===== src/hdl/sca_pkg.sv =====
// Shared types and constants of the size class block allocator.
`timescale 1ns / 1ps

package sca_pkg;

  localparam int SCA_MAX_BLOCKS = 16;
  localparam int SCA_MAX_CLASS  = 512;

  localparam int MIN_CLASS     = 32;
  localparam int CLASS_LOG_MIN = 5;
  localparam int CLASS_LOG_TOP = 12;

  localparam int ADDR_W     = 16;
  localparam int REQ_W      = 10;
  localparam int GSIZE_W    = 10;
  localparam int STAT_W     = 3;
  localparam int OFF_W      = 17;
  localparam int CNT_W      = 9;
  localparam int CFG_IDX_W  = 2;
  localparam int CFG_DATA_W = 16;
  localparam int ADDR_SPAN  = 65536;

  localparam logic [STAT_W-1:0] STAT_OK        = 3'd0;
  localparam logic [STAT_W-1:0] STAT_OOM       = 3'd1;
  localparam logic [STAT_W-1:0] STAT_BAD_SIZE  = 3'd2;
  localparam logic [STAT_W-1:0] STAT_NULL_FREE = 3'd3;
  localparam logic [STAT_W-1:0] STAT_NOT_ALLOC = 3'd4;

  localparam logic [CFG_IDX_W-1:0] CFG_FIT_MODE   = 2'd0;
  localparam logic [CFG_IDX_W-1:0] CFG_HEAP_BASE  = 2'd1;
  localparam logic [CFG_IDX_W-1:0] CFG_HEAP_BYTES = 2'd2;

  localparam logic ACT_ALLOC = 1'b0;
  localparam logic ACT_FREE  = 1'b1;

  localparam logic [ADDR_W-1:0] RST_HEAP_BASE  = 16'd4096;
  localparam logic [ADDR_W-1:0] RST_HEAP_BYTES = 16'd32768;

  typedef enum logic [1:0] {
    ST_IDLE,
    ST_SCAN,
    ST_DONE
  } sca_state_t;

  // Search token walking a row of cells.
  typedef struct packed {
    logic              vld;
    logic              by_addr;
    logic              best_mode;
    logic              found;
    logic [ADDR_W-1:0] key_addr;
    logic [ADDR_W-1:0] best_addr;
  } sca_tok_t;

  // Update command broadcast to one row of cells.
  typedef struct packed {
    logic              rm_en;
    logic              app_en;
    logic [ADDR_W-1:0] app_addr;
  } sca_cmd_t;

endpackage


===== src/hdl/sca_cell.sv =====
// One list entry cell: holds a block, checks the passing search token, shifts and appends.
`timescale 1ns / 1ps

module sca_cell #(
  parameter int SZ_W  = 10,
  parameter int IDX_W = 4
) (
  input  logic                     clk,
  input  logic                     rst_n,
  input  logic [IDX_W-1:0]         idx_i,
  input  logic [SZ_W-1:0]          cls_i,
  input  sca_pkg::sca_tok_t        tok_i,
  input  logic [SZ_W-1:0]          bsize_i,
  input  logic [IDX_W-1:0]         bidx_i,
  output sca_pkg::sca_tok_t        tok_o,
  output logic [SZ_W-1:0]          bsize_o,
  output logic [IDX_W-1:0]         bidx_o,
  input  logic                     shift_i,
  input  logic                     nxt_v_i,
  input  logic [sca_pkg::ADDR_W-1:0] nxt_a_i,
  input  logic [SZ_W-1:0]          nxt_s_i,
  input  logic                     prv_v_i,
  input  logic                     app_en_i,
  input  logic [sca_pkg::ADDR_W-1:0] app_a_i,
  input  logic [SZ_W-1:0]          app_s_i,
  output logic                     v_o,
  output logic [sca_pkg::ADDR_W-1:0] a_o,
  output logic [SZ_W-1:0]          s_o
);
  import sca_pkg::*;

  logic              v_r, v_nxt;
  logic [ADDR_W-1:0] a_r, a_nxt;
  logic [SZ_W-1:0]   s_r, s_nxt;
  sca_tok_t          tok_r, tok_nxt;
  logic [SZ_W-1:0]   bsize_r, bsize_nxt;
  logic [IDX_W-1:0]  bidx_r, bidx_nxt;
  logic              hit, better, take;

  // Token check: address match, or a block large enough (strictly smaller wins in best fit).
  always_comb begin
    hit    = tok_i.vld && v_r &&
             (tok_i.by_addr ? (a_r == tok_i.key_addr) : (s_r >= cls_i));
    better = !tok_i.found || (!tok_i.by_addr && tok_i.best_mode && (s_r < bsize_i));
    take   = hit && better;

    tok_nxt       = tok_i;
    tok_nxt.found = tok_i.found || take;
    if (take) begin
      tok_nxt.best_addr = a_r;
    end
    bsize_nxt = take ? s_r : bsize_i;
    bidx_nxt  = take ? idx_i : bidx_i;
  end

  // Entry update: pull from the right neighbor on removal, load at the list tail on append.
  always_comb begin
    v_nxt = v_r;
    a_nxt = a_r;
    s_nxt = s_r;
    priority if (shift_i) begin
      v_nxt = nxt_v_i;
      a_nxt = nxt_a_i;
      s_nxt = nxt_s_i;
    end else if (app_en_i && !v_r && prv_v_i) begin
      v_nxt = 1'b1;
      a_nxt = app_a_i;
      s_nxt = app_s_i;
    end
  end

  always_ff @(posedge clk) begin
    if (!rst_n) begin
      v_r   <= 1'b0;
      tok_r <= '0;
    end else begin
      v_r   <= v_nxt;
      tok_r <= tok_nxt;
    end
  end

  always_ff @(posedge clk) begin
    a_r     <= a_nxt;
    s_r     <= s_nxt;
    bsize_r <= bsize_nxt;
    bidx_r  <= bidx_nxt;
  end

  assign tok_o   = tok_r;
  assign bsize_o = bsize_r;
  assign bidx_o  = bidx_r;
  assign v_o     = v_r;
  assign a_o     = a_r;
  assign s_o     = s_r;

endmodule


===== src/hdl/sca_ctrl.sv =====
// Request sequencer: configuration, size class, token launch, bump pointer and result register.
`timescale 1ns / 1ps

module sca_ctrl #(
  parameter int MAX_BLOCKS = sca_pkg::SCA_MAX_BLOCKS,
  parameter int MAX_CLASS  = sca_pkg::SCA_MAX_CLASS,
  parameter int SZ_W       = 10,
  parameter int IDX_W      = 4
) (
  input  logic                          clk,
  input  logic                          rst_n,
  input  logic                          cfg_we,
  input  logic [sca_pkg::CFG_IDX_W-1:0]  cfg_index,
  input  logic [sca_pkg::CFG_DATA_W-1:0] cfg_wdata,
  input  logic                          in_valid,
  output logic                          in_ready,
  input  logic                          in_action,
  input  logic [sca_pkg::REQ_W-1:0]      in_req_size,
  input  logic [sca_pkg::ADDR_W-1:0]     in_block_addr,
  output logic                          out_valid,
  input  logic                          out_ready,
  output logic [sca_pkg::STAT_W-1:0]     out_status,
  output logic [sca_pkg::ADDR_W-1:0]     out_grant_addr,
  output logic [sca_pkg::GSIZE_W-1:0]    out_grant_size,
  output sca_pkg::sca_tok_t             free_tok_o,
  output sca_pkg::sca_tok_t             used_tok_o,
  output logic [SZ_W-1:0]               cls_o,
  input  sca_pkg::sca_tok_t             free_tok_i,
  input  sca_pkg::sca_tok_t             used_tok_i,
  input  logic [SZ_W-1:0]               free_bsize_i,
  input  logic [SZ_W-1:0]               used_bsize_i,
  input  logic [IDX_W-1:0]              free_bidx_i,
  input  logic [IDX_W-1:0]              used_bidx_i,
  output sca_pkg::sca_cmd_t             free_cmd_o,
  output sca_pkg::sca_cmd_t             used_cmd_o,
  output logic [IDX_W-1:0]              free_rm_idx_o,
  output logic [IDX_W-1:0]              used_rm_idx_o,
  output logic [SZ_W-1:0]               free_app_size_o,
  output logic [SZ_W-1:0]               used_app_size_o
);
  import sca_pkg::*;

  sca_state_t        state_r, state_nxt;
  logic              fit_mode_r;
  logic [ADDR_W-1:0] heap_base_r, heap_bytes_r;
  logic [OFF_W-1:0]  break_r, break_nxt;
  logic [CNT_W-1:0]  count_r, count_nxt;
  logic              launch_r;

  logic              act_r, bad_r;
  logic [ADDR_W-1:0] key_r;
  logic [SZ_W-1:0]   cls_r, cls_calc;
  logic              bad_calc;

  logic              f_found_r, u_found_r;
  logic [ADDR_W-1:0] f_addr_r;
  logic [SZ_W-1:0]   f_size_r, u_size_r;
  logic [IDX_W-1:0]  f_idx_r, u_idx_r;

  logic [OFF_W:0]    addr_sum, off_sum;
  logic [OFF_W+1:0]  end_sum;
  logic              bump_ok_r, bump_ok_nxt;
  logic [ADDR_W-1:0] bump_addr_r;

  logic                out_valid_r;
  logic [STAT_W-1:0]   out_status_r, res_status;
  logic [ADDR_W-1:0]   out_addr_r, res_addr;
  logic [GSIZE_W-1:0]  out_size_r;
  logic [SZ_W-1:0]     res_size;
  logic                acc, done_fire, bump_take;

  // Round the request up to its class, capped at the largest class.
  always_comb begin : p_cls
    int c;
    c = MIN_CLASS;
    for (int p = CLASS_LOG_MIN; p < CLASS_LOG_TOP; p++) begin
      if (((1 << p) < MAX_CLASS) && (int'(in_req_size) > (1 << p))) begin
        c = 1 << (p + 1);
      end
    end
    if (c > MAX_CLASS) begin
      c = MAX_CLASS;
    end
    cls_calc = SZ_W'(c);
    bad_calc = (in_req_size == '0) || (int'(in_req_size) > MAX_CLASS);
  end

  // Bump check on the current break; registered, stable well before the result step.
  always_comb begin
    addr_sum    = {2'b00, heap_base_r} + {1'b0, break_r};
    off_sum     = {1'b0, break_r} + (OFF_W + 1)'(cls_r);
    end_sum     = {1'b0, addr_sum} + (OFF_W + 2)'(cls_r);
    bump_ok_nxt = (count_r < CNT_W'(MAX_BLOCKS)) &&
                  (off_sum <= (OFF_W + 1)'(heap_bytes_r)) &&
                  (end_sum <= (OFF_W + 2)'(ADDR_SPAN)) &&
                  (addr_sum != '0);
  end

  // Next state.
  always_comb begin
    state_nxt = state_r;
    unique case (state_r)
      ST_IDLE: if (in_valid) state_nxt = ST_SCAN;
      ST_SCAN: if (free_tok_i.vld) state_nxt = ST_DONE;
      ST_DONE: if (!out_valid_r || out_ready) state_nxt = ST_IDLE;
      default: state_nxt = ST_IDLE;
    endcase
  end

  // Outputs of the sequencer: handshake, result and list commands.
  always_comb begin
    in_ready   = (state_r == ST_IDLE);
    acc        = in_valid && in_ready;
    done_fire  = (state_r == ST_DONE) && (!out_valid_r || out_ready);
    res_status = STAT_OK;
    res_addr   = '0;
    res_size   = '0;
    bump_take  = 1'b0;
    free_cmd_o = '0;
    used_cmd_o = '0;
    free_rm_idx_o   = f_idx_r;
    used_rm_idx_o   = u_idx_r;
    free_app_size_o = u_size_r;
    used_app_size_o = f_size_r;
    free_cmd_o.app_addr = key_r;
    used_cmd_o.app_addr = f_addr_r;
    unique case (act_r)
      ACT_ALLOC: begin
        priority if (bad_r) begin
          res_status = STAT_BAD_SIZE;
        end else if (f_found_r) begin
          res_addr          = f_addr_r;
          res_size          = f_size_r;
          free_cmd_o.rm_en  = done_fire;
          used_cmd_o.app_en = done_fire;
        end else if (bump_ok_r) begin
          res_addr            = bump_addr_r;
          res_size            = cls_r;
          bump_take           = done_fire;
          used_cmd_o.app_en   = done_fire;
          used_cmd_o.app_addr = bump_addr_r;
          used_app_size_o     = cls_r;
        end else begin
          res_status = STAT_OOM;
        end
      end
      ACT_FREE: begin
        priority if (key_r == '0) begin
          res_status = STAT_NULL_FREE;
        end else if (u_found_r) begin
          res_size          = u_size_r;
          used_cmd_o.rm_en  = done_fire;
          free_cmd_o.app_en = done_fire;
        end else begin
          res_status = STAT_NOT_ALLOC;
        end
      end
      default: res_status = STAT_OK;
    endcase
    break_nxt = bump_take ? off_sum[OFF_W-1:0] : break_r;
    count_nxt = bump_take ? count_r + CNT_W'(1) : count_r;
  end

  always_ff @(posedge clk) begin
    if (!rst_n) begin
      state_r      <= ST_IDLE;
      fit_mode_r   <= 1'b0;
      heap_base_r  <= RST_HEAP_BASE;
      heap_bytes_r <= RST_HEAP_BYTES;
      break_r      <= '0;
      count_r      <= '0;
      launch_r     <= 1'b0;
      out_valid_r  <= 1'b0;
    end else begin
      state_r  <= state_nxt;
      break_r  <= break_nxt;
      count_r  <= count_nxt;
      launch_r <= acc;
      if (done_fire) begin
        out_valid_r <= 1'b1;
      end else if (out_ready) begin
        out_valid_r <= 1'b0;
      end
      if (cfg_we) begin
        unique case (cfg_index)
          CFG_FIT_MODE:   fit_mode_r   <= cfg_wdata[0];
          CFG_HEAP_BASE:  heap_base_r  <= cfg_wdata;
          CFG_HEAP_BYTES: heap_bytes_r <= cfg_wdata;
          default: ;
        endcase
      end
    end
  end

  always_ff @(posedge clk) begin
    bump_ok_r   <= bump_ok_nxt;
    bump_addr_r <= addr_sum[ADDR_W-1:0];
    if (acc) begin
      act_r <= in_action;
      bad_r <= bad_calc;
      key_r <= in_block_addr;
      cls_r <= cls_calc;
    end
    // Capture both search results as the tokens leave the rows.
    if ((state_r == ST_SCAN) && free_tok_i.vld) begin
      f_found_r <= free_tok_i.found;
      f_addr_r  <= free_tok_i.best_addr;
      f_size_r  <= free_bsize_i;
      f_idx_r   <= free_bidx_i;
      u_found_r <= used_tok_i.found;
      u_size_r  <= used_bsize_i;
      u_idx_r   <= used_bidx_i;
    end
    if (done_fire) begin
      out_status_r <= res_status;
      out_addr_r   <= res_addr;
      out_size_r   <= GSIZE_W'(res_size);
    end
  end

  always_comb begin
    free_tok_o           = '0;
    free_tok_o.vld       = launch_r;
    free_tok_o.best_mode = fit_mode_r;
    free_tok_o.key_addr  = key_r;
    used_tok_o           = '0;
    used_tok_o.vld       = launch_r;
    used_tok_o.by_addr   = 1'b1;
    used_tok_o.key_addr  = key_r;
  end

  assign cls_o          = cls_r;
  assign out_valid      = out_valid_r;
  assign out_status     = out_status_r;
  assign out_grant_addr = out_addr_r;
  assign out_grant_size = out_size_r;

endmodule


===== src/hdl/size_class_block_allocator_unit.sv =====
// Top level of the size class block allocator: sequencer and the free and allocated cell rows.
`timescale 1ns / 1ps

// Allocates blocks of 32 to MAX_CLASS bytes (power-of-two classes) from a heap window and frees
// them again. Free and allocated blocks each live in a row of MAX_BLOCKS cells kept in
// insertion order; a search token walks each row one cell per clock, and the next request is
// accepted only once the result of the last one has been registered; the result register lets
// that result wait while the next request is accepted.
// Registers: index 0 fit mode (0 first fit, 1 smallest adequate block), 1 heap base,
// 2 heap window size in bytes; write them only while no request is in flight.
module size_class_block_allocator_unit #(
  parameter int MAX_BLOCKS = sca_pkg::SCA_MAX_BLOCKS,
  parameter int MAX_CLASS  = sca_pkg::SCA_MAX_CLASS
) (
  input  logic                          clk,
  input  logic                          rst_n,
  input  logic                          cfg_we,
  input  logic [sca_pkg::CFG_IDX_W-1:0]  cfg_index,
  input  logic [sca_pkg::CFG_DATA_W-1:0] cfg_wdata,
  input  logic                          in_valid,
  output logic                          in_ready,
  input  logic                          in_action,
  input  logic [sca_pkg::REQ_W-1:0]      in_req_size,
  input  logic [sca_pkg::ADDR_W-1:0]     in_block_addr,
  output logic                          out_valid,
  input  logic                          out_ready,
  output logic [sca_pkg::STAT_W-1:0]     out_status,
  output logic [sca_pkg::ADDR_W-1:0]     out_grant_addr,
  output logic [sca_pkg::GSIZE_W-1:0]    out_grant_size
);
  import sca_pkg::*;

  localparam int SZ_W  = $clog2(MAX_CLASS + 1);
  localparam int IDX_W = (MAX_BLOCKS > 1) ? $clog2(MAX_BLOCKS) : 1;

  sca_tok_t          f_tok  [0:MAX_BLOCKS];
  logic [SZ_W-1:0]   f_bsz  [0:MAX_BLOCKS];
  logic [IDX_W-1:0]  f_bidx [0:MAX_BLOCKS];
  logic              f_v    [0:MAX_BLOCKS];
  logic [ADDR_W-1:0] f_a    [0:MAX_BLOCKS];
  logic [SZ_W-1:0]   f_s    [0:MAX_BLOCKS];
  logic              f_pv   [0:MAX_BLOCKS-1];

  sca_tok_t          u_tok  [0:MAX_BLOCKS];
  logic [SZ_W-1:0]   u_bsz  [0:MAX_BLOCKS];
  logic [IDX_W-1:0]  u_bidx [0:MAX_BLOCKS];
  logic              u_v    [0:MAX_BLOCKS];
  logic [ADDR_W-1:0] u_a    [0:MAX_BLOCKS];
  logic [SZ_W-1:0]   u_s    [0:MAX_BLOCKS];
  logic              u_pv   [0:MAX_BLOCKS-1];

  logic [SZ_W-1:0]   cls;
  sca_cmd_t          f_cmd, u_cmd;
  logic [IDX_W-1:0]  f_rm_idx, u_rm_idx;
  logic [SZ_W-1:0]   f_app_size, u_app_size;

  sca_ctrl #(
    .MAX_BLOCKS (MAX_BLOCKS),
    .MAX_CLASS  (MAX_CLASS),
    .SZ_W       (SZ_W),
    .IDX_W      (IDX_W)
  ) u_ctrl (
    .clk             (clk),
    .rst_n           (rst_n),
    .cfg_we          (cfg_we),
    .cfg_index       (cfg_index),
    .cfg_wdata       (cfg_wdata),
    .in_valid        (in_valid),
    .in_ready        (in_ready),
    .in_action       (in_action),
    .in_req_size     (in_req_size),
    .in_block_addr   (in_block_addr),
    .out_valid       (out_valid),
    .out_ready       (out_ready),
    .out_status      (out_status),
    .out_grant_addr  (out_grant_addr),
    .out_grant_size  (out_grant_size),
    .free_tok_o      (f_tok[0]),
    .used_tok_o      (u_tok[0]),
    .cls_o           (cls),
    .free_tok_i      (f_tok[MAX_BLOCKS]),
    .used_tok_i      (u_tok[MAX_BLOCKS]),
    .free_bsize_i    (f_bsz[MAX_BLOCKS]),
    .used_bsize_i    (u_bsz[MAX_BLOCKS]),
    .free_bidx_i     (f_bidx[MAX_BLOCKS]),
    .used_bidx_i     (u_bidx[MAX_BLOCKS]),
    .free_cmd_o      (f_cmd),
    .used_cmd_o      (u_cmd),
    .free_rm_idx_o   (f_rm_idx),
    .used_rm_idx_o   (u_rm_idx),
    .free_app_size_o (f_app_size),
    .used_app_size_o (u_app_size)
  );

  // Row heads start with no candidate; row tails read as empty neighbors.
  assign f_bsz[0]           = '0;
  assign f_bidx[0]          = '0;
  assign u_bsz[0]           = '0;
  assign u_bidx[0]          = '0;
  assign f_v[MAX_BLOCKS]    = 1'b0;
  assign f_a[MAX_BLOCKS]    = '0;
  assign f_s[MAX_BLOCKS]    = '0;
  assign u_v[MAX_BLOCKS]    = 1'b0;
  assign u_a[MAX_BLOCKS]    = '0;
  assign u_s[MAX_BLOCKS]    = '0;

  for (genvar k = 0; k < MAX_BLOCKS; k++) begin : g_cell
    if (k == 0) begin : g_head
      assign f_pv[k] = 1'b1;
      assign u_pv[k] = 1'b1;
    end else begin : g_body
      assign f_pv[k] = f_v[k-1];
      assign u_pv[k] = u_v[k-1];
    end

    sca_cell #(
      .SZ_W  (SZ_W),
      .IDX_W (IDX_W)
    ) u_free (
      .clk      (clk),
      .rst_n    (rst_n),
      .idx_i    (IDX_W'(k)),
      .cls_i    (cls),
      .tok_i    (f_tok[k]),
      .bsize_i  (f_bsz[k]),
      .bidx_i   (f_bidx[k]),
      .tok_o    (f_tok[k+1]),
      .bsize_o  (f_bsz[k+1]),
      .bidx_o   (f_bidx[k+1]),
      .shift_i  (f_cmd.rm_en && (IDX_W'(k) >= f_rm_idx)),
      .nxt_v_i  (f_v[k+1]),
      .nxt_a_i  (f_a[k+1]),
      .nxt_s_i  (f_s[k+1]),
      .prv_v_i  (f_pv[k]),
      .app_en_i (f_cmd.app_en),
      .app_a_i  (f_cmd.app_addr),
      .app_s_i  (f_app_size),
      .v_o      (f_v[k]),
      .a_o      (f_a[k]),
      .s_o      (f_s[k])
    );

    sca_cell #(
      .SZ_W  (SZ_W),
      .IDX_W (IDX_W)
    ) u_used (
      .clk      (clk),
      .rst_n    (rst_n),
      .idx_i    (IDX_W'(k)),
      .cls_i    (cls),
      .tok_i    (u_tok[k]),
      .bsize_i  (u_bsz[k]),
      .bidx_i   (u_bidx[k]),
      .tok_o    (u_tok[k+1]),
      .bsize_o  (u_bsz[k+1]),
      .bidx_o   (u_bidx[k+1]),
      .shift_i  (u_cmd.rm_en && (IDX_W'(k) >= u_rm_idx)),
      .nxt_v_i  (u_v[k+1]),
      .nxt_a_i  (u_a[k+1]),
      .nxt_s_i  (u_s[k+1]),
      .prv_v_i  (u_pv[k]),
      .app_en_i (u_cmd.app_en),
      .app_a_i  (u_cmd.app_addr),
      .app_s_i  (u_app_size),
      .v_o      (u_v[k]),
      .a_o      (u_a[k]),
      .s_o      (u_s[k])
    );
  end

endmodule


===== config.mk =====
export PLATFORM = sky130hd
export DESIGN_NAME = size_class_block_allocator_unit
export DESIGN_NICKNAME = d
export VERILOG_FILES = /design/src/hdl/sca_pkg.sv /design/src/hdl/sca_cell.sv /design/src/hdl/sca_ctrl.sv /design/src/hdl/size_class_block_allocator_unit.sv
export SDC_FILE = /design/constraint.sdc
export NUM_CORES = 2
export LEC_CHECK = 0
export BUFFER_PORTS_ARGS = -buffer_cell sky130_fd_sc_hd__buf_2
export CAP_MARGIN = 40
export CORE_MARGIN = 2
export CORE_UTILIZATION = 59
export CTS_BUF_LIST = sky130_fd_sc_hd__clkbuf_2
export CTS_CLUSTER_DIAMETER = 150
export CTS_CLUSTER_SIZE = 24
export DETAILED_ROUTE_END_ITERATION = 7
export GPL_ROUTABILITY_DRIVEN = 0
export PLACE_DENSITY_LB_ADDON = 0.25
export SLEW_MARGIN = 30
export SYNTH_ARGS = -nofsm -noshare
export SYNTH_HDL_FRONTEND = slang
export SYNTH_SLANG_ARGS = --single-unit

===== constraint.sdc =====
create_clock -name clk -period 4.8 [get_ports clk]
set_input_delay 0 -clock clk [delete_from_list [all_inputs] [get_ports clk]]
set_output_delay 0 -clock clk [all_outputs]
set_load 0.1 [all_outputs]

# Word level (Yosys, flattened, before mapping)
# Index checks and enable logic that the tools add are counted.
totals:
  output_inout_bits: 31
  reg_bits: 2090
  word_cells: 1221
  input_bits: 50
classes:
  eq_ne: 38
  addsub: 4
  muxes: 302
  magnitude_cmp: 102
  n_bitwise: 2
  n_reduce_logical: 453
ops:
  columns: ["operator", "n"]
  rows:
  - ["2-to-1 mux 16 bit", 79]
  - ["2-to-1 mux 10 bit", 99]
  - ["== test 16 bit", 31]
  - ["greater-or-equal comparator 10 bit", 31]
  - ["< comparator 10 bit", 30]
  - ["logical AND 1 bit", 254]
  - ["2-to-1 mux 1 bit", 106]
  - ["2-to-1 mux 32 bit", 3]
  - ["logical NOT 1 bit", 92]
  - ["greater-or-equal comparator 4 bit (first input constant)", 16]
  - ["logical OR 1 bit", 62]
  - ["nonzero test 2 bit", 31]
  - ["2-to-1 mux 17 bit", 3]
  - ["2-to-1 mux 35 bit", 1]
  - ["greater-or-equal comparator 3 x 4 -> 1 bit (first input constant)", 8]
  - ["greater-than comparator 32 x 11 -> 1 bit (second input constant)", 1]
  - ["one-hot mux 10 bit (2 select lines)", 1]
  - ["adder 18 x 10 -> 19 bit", 1]
  - ["<= comparator 19 x 17 -> 1 bit (second input constant)", 1]
  - ["adder 16 x 17 -> 18 bit", 1]
  - ["adder 17 x 10 -> 18 bit", 1]
  - ["<= comparator 18 x 16 -> 1 bit", 1]
  - ["nonzero test 18 bit", 1]
  - ["greater-or-equal comparator 1 x 4 -> 1 bit (first input constant)", 4]
  - ["other kinds (25)", 43]

# Longest topological paths before layout
logic_depth:
  depth_word: 11
  depth_mapped: 16
  depth_no_buf: 16

# Modules after synthesis
# From an unflattened synthesis, not the netlist that was laid out.
hier_totals:
  hier_cells: 10158
  hier_area_um2: 117914.3
modules_own_cells:
  columns: ["module", "cells_each", "area_per_inst_um2", "n_inst"]
  rows:
  - ["sca_cell", 292, 3410.8, 32]
  - ["sca_ctrl", 762, 8430.6, 1]
  - ["size_class_block_allocator_unit", 52, 339.1, 1]

# Worst setup path after synthesis
# No wires, ideal clock.
synth_path:
  path_kind: "register to register"
  startpoint: "register u_ctrl.out_valid_r, in the netlist u_ctrl.out_valid"
  endpoint: "register g_cell[2].u_free.a_r[0] (enable)"
  slack_ns: -0.039
  arrival_time_ns: 4.393
  path_stages_with_launch: 10
  required_ns: 4.355
  n_path_buf: 3
  path_cell_list: "dfxtp_1 -> nand2b_1 -> nand2b_1 -> inv_2 -> and2_1 -> clkbuf_1 -> clkbuf_1 -> clkbuf_1 -> nand2_1 -> o21ai_0"
synth_via:
  elab_chain_len: 9
synth_lines:
  columns: ["element", "line", "source"]
  rows:
  - ["start: declaration", "sca_ctrl.sv:65", "logic out_valid_r;"]
  - ["start signal: assignment", "sca_ctrl.sv:173", "out_valid_r <= 1'b0;"]
  - ["start signal: assignment", "sca_ctrl.sv:180", "out_valid_r <= 1'b1;"]
  - ["start signal: assignment", "sca_ctrl.sv:182", "out_valid_r <= 1'b0;"]
  - ["logical NOT 1 bit *", "sca_ctrl.sv:114", "done_fire = (state_r == ST_DONE) && (!out_valid_r || out_ready);"]
  - ["logical OR 1 bit *", "sca_ctrl.sv:114", null]
  - ["logical AND 1 bit *", "sca_ctrl.sv:114", null]
  - ["net u_ctrl.done_fire", "sca_ctrl.sv:70", "logic acc, done_fire, bump_take;"]
  - ["2-to-1 mux 1 bit", "sca_ctrl.sv:150", "end else if (u_found_r) begin"]
  - ["2-to-1 mux 1 bit", "sca_ctrl.sv:148", "priority if (key_r == '0) begin"]
  - ["2-to-1 mux 1 bit", "sca_ctrl.sv:127", "unique case (act_r)"]
  - ["logical AND 1 bit (2 in series)", "sca_cell.sv:65", "end else if (app_en_i && !v_r && prv_v_i) begin"]
  - ["nonzero test 2 bit (no line) *", null, null]
  - ["end signal: assignment", "sca_cell.sv:83", "a_r <= a_nxt;"]
  - ["end: declaration", "sca_cell.sv:33", "logic [ADDR_W-1:0] a_r, a_nxt;"]
# The timed path passes the listed nets; every way through them passes the cells marked *.
# A chain may end at the register's enable or synchronous reset.

# Worst setup path after layout
layout_path:
  startpoint: "register u_ctrl.key_r[1]"
  endpoint: "register g_cell[0].u_used.s_r[2] (data pin)"
layout_via:
  elab_chain_len: 5
layout_lines:
  columns: ["element", "line", "source"]
  rows:
  - ["start: declaration", "sca_ctrl.sv:51", "logic [ADDR_W-1:0] key_r;"]
  - ["start signal: assignment", "sca_ctrl.sv:201", "key_r <= in_block_addr;"]
  - ["logical NOT 16 bit", "sca_ctrl.sv:148", null]
  - ["2-to-1 mux 1 bit", "sca_ctrl.sv:148", null]
  - ["2-to-1 mux 1 bit", "sca_ctrl.sv:127", null]
  - ["logical AND 1 bit", "size_class_block_allocator_unit.sv:157", ".shift_i (u_cmd.rm_en && (IDX_W'(k) >= u_rm_idx)),"]
  - ["2-to-1 mux 10 bit", "sca_cell.sv:61", "priority if (shift_i) begin"]
  - ["net g_cell[0].u_used.s_nxt[2]", "sca_cell.sv:34", "logic [SZ_W-1:0] s_r, s_nxt;"]
  - ["end signal: assignment", "sca_cell.sv:84", "s_r <= s_nxt;"]
  - ["end: declaration", "sca_cell.sv:34", null]
# The timed path passes the listed nets, and every way through them passes these cells.

==> results <==
- The run finished with clean final reports.
- Summed over all nets, the switching power comes to 5.47 mW.
- The final cell utilization of the core is 63.5%.
- Summing all multi-input logic gate instances after layout gives 0.0332 mm².
- The share of synthesized registers carrying an async set or reset is 0%.
- Dividing the synthesized area by the synthesized cell count gives 11.5 µm².
- Across the whole layout, storage elements account for 0.0494 mm².
- For this run, design rule violations remaining after detail routing come to 0.
- The first global-routing pass estimated 317000 µm of wire.
- The number of flops mapped to enable cells by yosys is 878.
- In this design, the largest share of critical-path delay is due to simple AND/OR/NAND/NOR gates.
- The number of CTS-inserted buffers is 94.
- The data arrival time at the worst-slack endpoint is 5.40 ns.
- The TritonCTS clock tree is yes.
- The number of max-capacitance violations reported is 0.
- The critical path's slowest cell is sky130_fd_sc_hd__and3_1.
- The worst-case clock buffer depth is 3.
- The maximum clock rate is 251 MHz.
- The count of placed standard cells including taps is 9091.
- The synthesized netlist devotes 4.83% of its cell area to adder and majority cells.
- The beginning of the worst hold path is in_block_addr[3].
- Wires add up to 205000 µm.
- The later pin in the worst-skew pair is clocked with a latency of 1.74 ns.
- The tree is rooted in a sky130_fd_sc_hd__clkbuf_2.
- Dividing total power by cell area gives a power density of 274 mW/mm².
- The share of the yosys chip area belonging to registers is 58.2%.
- The number of failing setup endpoints in the final timing report is 0.
- Compared with the post-synthesis result, the final layout area differs by 7.06%.
- The clock sink count is 2029.
- The synthesized netlist devotes 7.19% of its cell area to compound gates.
- Measured along the y axis, the die boundary spans 383 µm.
- The worst-case register-to-register setup slack is 0.81 ns.
- The sum of negative setup slack is 0 ns.
- The library cell used most frequently in the layout, excluding fill and tap cells, is sky130_fd_sc_hd__dfxtp_1.
- The die outline area is 0.147 mm².
- The total I/O pin count is 81.
- The cell depth of the worst flop-to-flop path is 9.
- In this run the remaining antenna-violating nets after routing total 0.
- The synthesized design contains 2029 register bits.
- The floorplan row count is 139.
- Combinational logic burns 3.1% of the power.
- At the pin with the least slew margin, the transition time is 0.910 ns.
- The proportion of layout cells with a drive suffix above 1 is 14.8%.
- The leakage power of the design is 33.6 nW.
- The combinational family with the most area after synthesis is simple AND/OR/NAND/NOR gates.
- The area inside the core boundary is 0.143 mm².
- STA classifies the critical path endpoint as a flip-flop.
- The share of the clock period used by the worst path is 83.1%.
- The largest clock skew in the final design is 0.205 ns.
- The classification of the worst setup path is flip-flop to flip-flop.
- For this run, the leading register cell type out of synthesis is sky130_fd_sc_hd__dfxtp_1.
- The number of global-route vias before repair is 54000.
- The worst hold path was traced through 4 stages.
- STA classifies the critical path startpoint as a flip-flop.
- The net count after synthesis is 7736.
- Once detailed placement completed, the half-perimeter wirelength came to 143000 µm.
- In this run the tightest slew margin relative to its limit is 39.2%.
- The launching point of the worst reg2reg path is u_ctrl.key_r[1]$_DFFE_PP_.
- The part of the power in the clock network is 24.3%.
- In the layout the commonest cells are 1151 x sky130_fd_sc_hd__dfxtp_1, 1005 x sky130_fd_sc_hd__nand2_1, 878 x sky130_fd_sc_hd__edfxtp_1, 495 x sky130_fd_sc_hd__mux2_2, 442 x sky130_fd_sc_hd__nor2_1.
- In the synthesized netlist, mux cells make up 11.4% of the area.
- Counting both buffers and inverters, the worst setup path holds a total of 1.
- The initial cell density of the core is 59.3%.
- The post-synthesis share of cell area spent on xor and xnor gates is 2.94%.
- The die is 383 µm wide.
- Prior to clock tree synthesis, the placed netlist has a worst setup slack of 0.912 ns.
- The detailed-router iteration count before antenna repair is 6.
- The synthesized netlist contains 74 unique library cells.
- After detailed routing, the number of vias per cell comes to 5.74.
- The routed design could run at a clock period as short as 3.99 ns.
- The maximum number of pins on one net before global-route repair is 182.
- The DRC violation total after the first TritonRoute iteration is 4637.
- Of the total synthesized cell area, the portion taken by AND, OR, NAND and NOR gates is 12.3%.
- The H-tree generated during clock tree synthesis spans 3 levels.
- The final hold violation count is 0.
- The biggest area contributor in the post-synthesis netlist is sky130_fd_sc_hd__edfxtp_1.
- The largest single stage delay on the critical path is 0.69 ns.
- The cell area after technology mapping is 0.0849 mm².
- Setup repair after global routing left no endpoint under its margin.
- The critical path goes through nor4_1, nand4_1, and3_1, nand2_1, or3_1, or2_2, buf_4, nor2_1, o21ai_0.
- Port buffering added 80 buffers.
- Data on the critical path is required at its endpoint by 6.21 ns.
- Along the worst path, the maximum fanout reaches 46.
- The internal portion of the total power is 19.4 mW.
- By area the synthesized netlist is led by sky130_fd_sc_hd__edfxtp_1 31%, sky130_fd_sc_hd__dfxtp_1 27%, sky130_fd_sc_hd__mux2_2 6.6%.
- The clock-pin slew reported for the worst setup and hold paths after clock tree synthesis is 0.42 ns.
- The routed wirelength normalized by instance count is 21.6 µm.
- Synthesis handed over a netlist of 7360 instances.
- Global routing consumed, over all layers together, 27.6% of the routing resources.
- The min-delay analysis places its worst path in the category input pin to flip-flop.
- Counting the fill cells in the layout gives 11000.
- The initial antenna violation count is 7.
- The capturing point of the worst reg2reg path is g_cell[0].u_used.s_o[2]$_DFFE_PP_.
- The sequential power share is 72.6%.
- The non-filler instance count after layout is 9485.
- The Yosys warning count is 0.
- The top cell type's share of synthesized area is 31.1%.
- Net switching is 22.0% of the power.
- Across the VDD grid, the largest voltage drop is 0.264 mV.
- After the last flow step, the layout net total stands at 7870.
- Setup slack on the critical path of the routed design comes to 0.811 ns.
- The total grt overflow is 0.
- The max-slew violation count is 0.
- The end of the worst hold path is u_ctrl.key_r[3]$_DFFE_PP_.
- For this block, the via count after detailed routing is 54500.
## registers in the layout, summed over array words and instances (netlist names), 12 cells and up
signal and flops:
g_cell.u_used.bidx_o 49, u_ctrl.out_grant_addr 16, g_cell.u_free.tok_o 307, g_cell.u_used.tok_o 267, g_cell.u_used.s_o 160, g_cell.u_used.v_o 16
g_cell.u_free.s_o 160, u_ctrl.f_addr_r 16, g_cell.u_free.bsize_o 160, g_cell.u_free.a_o 256, g_cell.u_free.bidx_o 49, u_ctrl.bump_addr_r 16
g_cell.u_used.bsize_o 160, g_cell.u_used.a_o 256, u_ctrl.heap_bytes_r 16, u_ctrl.break_r 12, g_cell.u_free.v_o 16, u_ctrl.heap_base_r 16
u_ctrl.key_r 16
## stage by stage
step | power (mW) | instance area, µm² | hold slack [ns]
floorplan | 18.8 | 84900 | 0.0277
global placement | 19.0 | 87400 | 0.190
detailed placement | 19.0 | 87700 | 0.188
CTS | 25.1 | 90700 | 0.00364
global route | 25.7 | 90900 | 0.0577
finish | 24.9 | 90900 | 0.223
## power by group through the flow
stage	Clock (mW)	Combinational (mW)	Sequential, mW
global placement	0	0.621	18.4
finish	6.06	0.772	18.1
global route	6.76	0.836	18.1
detailed placement	0	0.640	18.4
floorplan	0	0.425	18.3
CTS	6.21	0.757	18.1
## how the worst max path moves through the flow
stage	startpoint	end	slack (ns)	cells past startpoint
final	u_ctrl.key_r[1]$_DFFE_PP_	g_cell[0].u_used.s_o[2]$_DFFE_PP_	0.81	9
after global routing	u_ctrl.key_r[1]$_DFFE_PP_	g_cell[2].u_used.s_o[5]$_DFFE_PP_	0.59	10
after CTS	u_ctrl.key_r[0]$_DFFE_PP_	g_cell[0].u_used.s_o[2]$_DFFE_PP_	0.83	9
after detailed placement	u_ctrl.cls_o[5]$_SDFFCE_PN0P_	g_cell[6].u_free.tok_o[15]$_SDFF_PN0_	0.91	12
after global placement	u_ctrl.cls_o[5]$_SDFFCE_PN0P_	g_cell[8].u_free.tok_o[9]$_SDFF_PN0_	0.95	12
after floorplan	u_ctrl.out_valid$_SDFFE_PN0P_	g_cell[1].u_free.a_o[0]$_DFFE_PP_	0.26	8
## what timing repair did
| item | CTS | global route |
|---|---|---|
| gates resized for setup | 0 | 0 |
| hold buffers | 202 | 0 |
| hold endpoints to repair | 1240 | 0 |
| buffers inserted | 0 | 0 |
## layer usage
layer / GRT usage (%) / wire (µm)
met4: 7.83 / 5980
met5: 0 / 10
met2: 44.2 / 94400
met1: 39.2 / 91900
met3: 3.76 / 12500
## cell families after synthesis
family	after synthesis
xor+xnor	285
fa+ha+maj	326
mux	866
flops	2029
simple gates	2226
buf+inv	639
compound gates	989
## Yosys cell counts (all sizes together) (43+ instances only)
library cell	count
nor2	449
nor4	98
a21boi	43
ha	323
o21ai	179
nor2b	55
inv	222
dfxtp	1151
a21o	108
buf	106
mux2i	273
nand2	1005
clkbuf	311
edfxtp	878
nand2b	51
and2	354
o21a	51
a21oi	421
xor2	251
mux2	593
## tightest hold or removal path, delay by kind of cell
kind                   cells  cell delay, ns
buffers and inverters      4            1.80
## cell type report
type                       count  area share [%]
sequential                  2029            54.4
multi-input combinational   4692            36.5
timing repair buffer         455            4.49
tap                         1903            2.62
clock buffer                 168           0.925
inverter                     222           0.917
clock inverter                 8           0.149
antenna                        8          0.0220
Power figures use the tool's default switching activity.
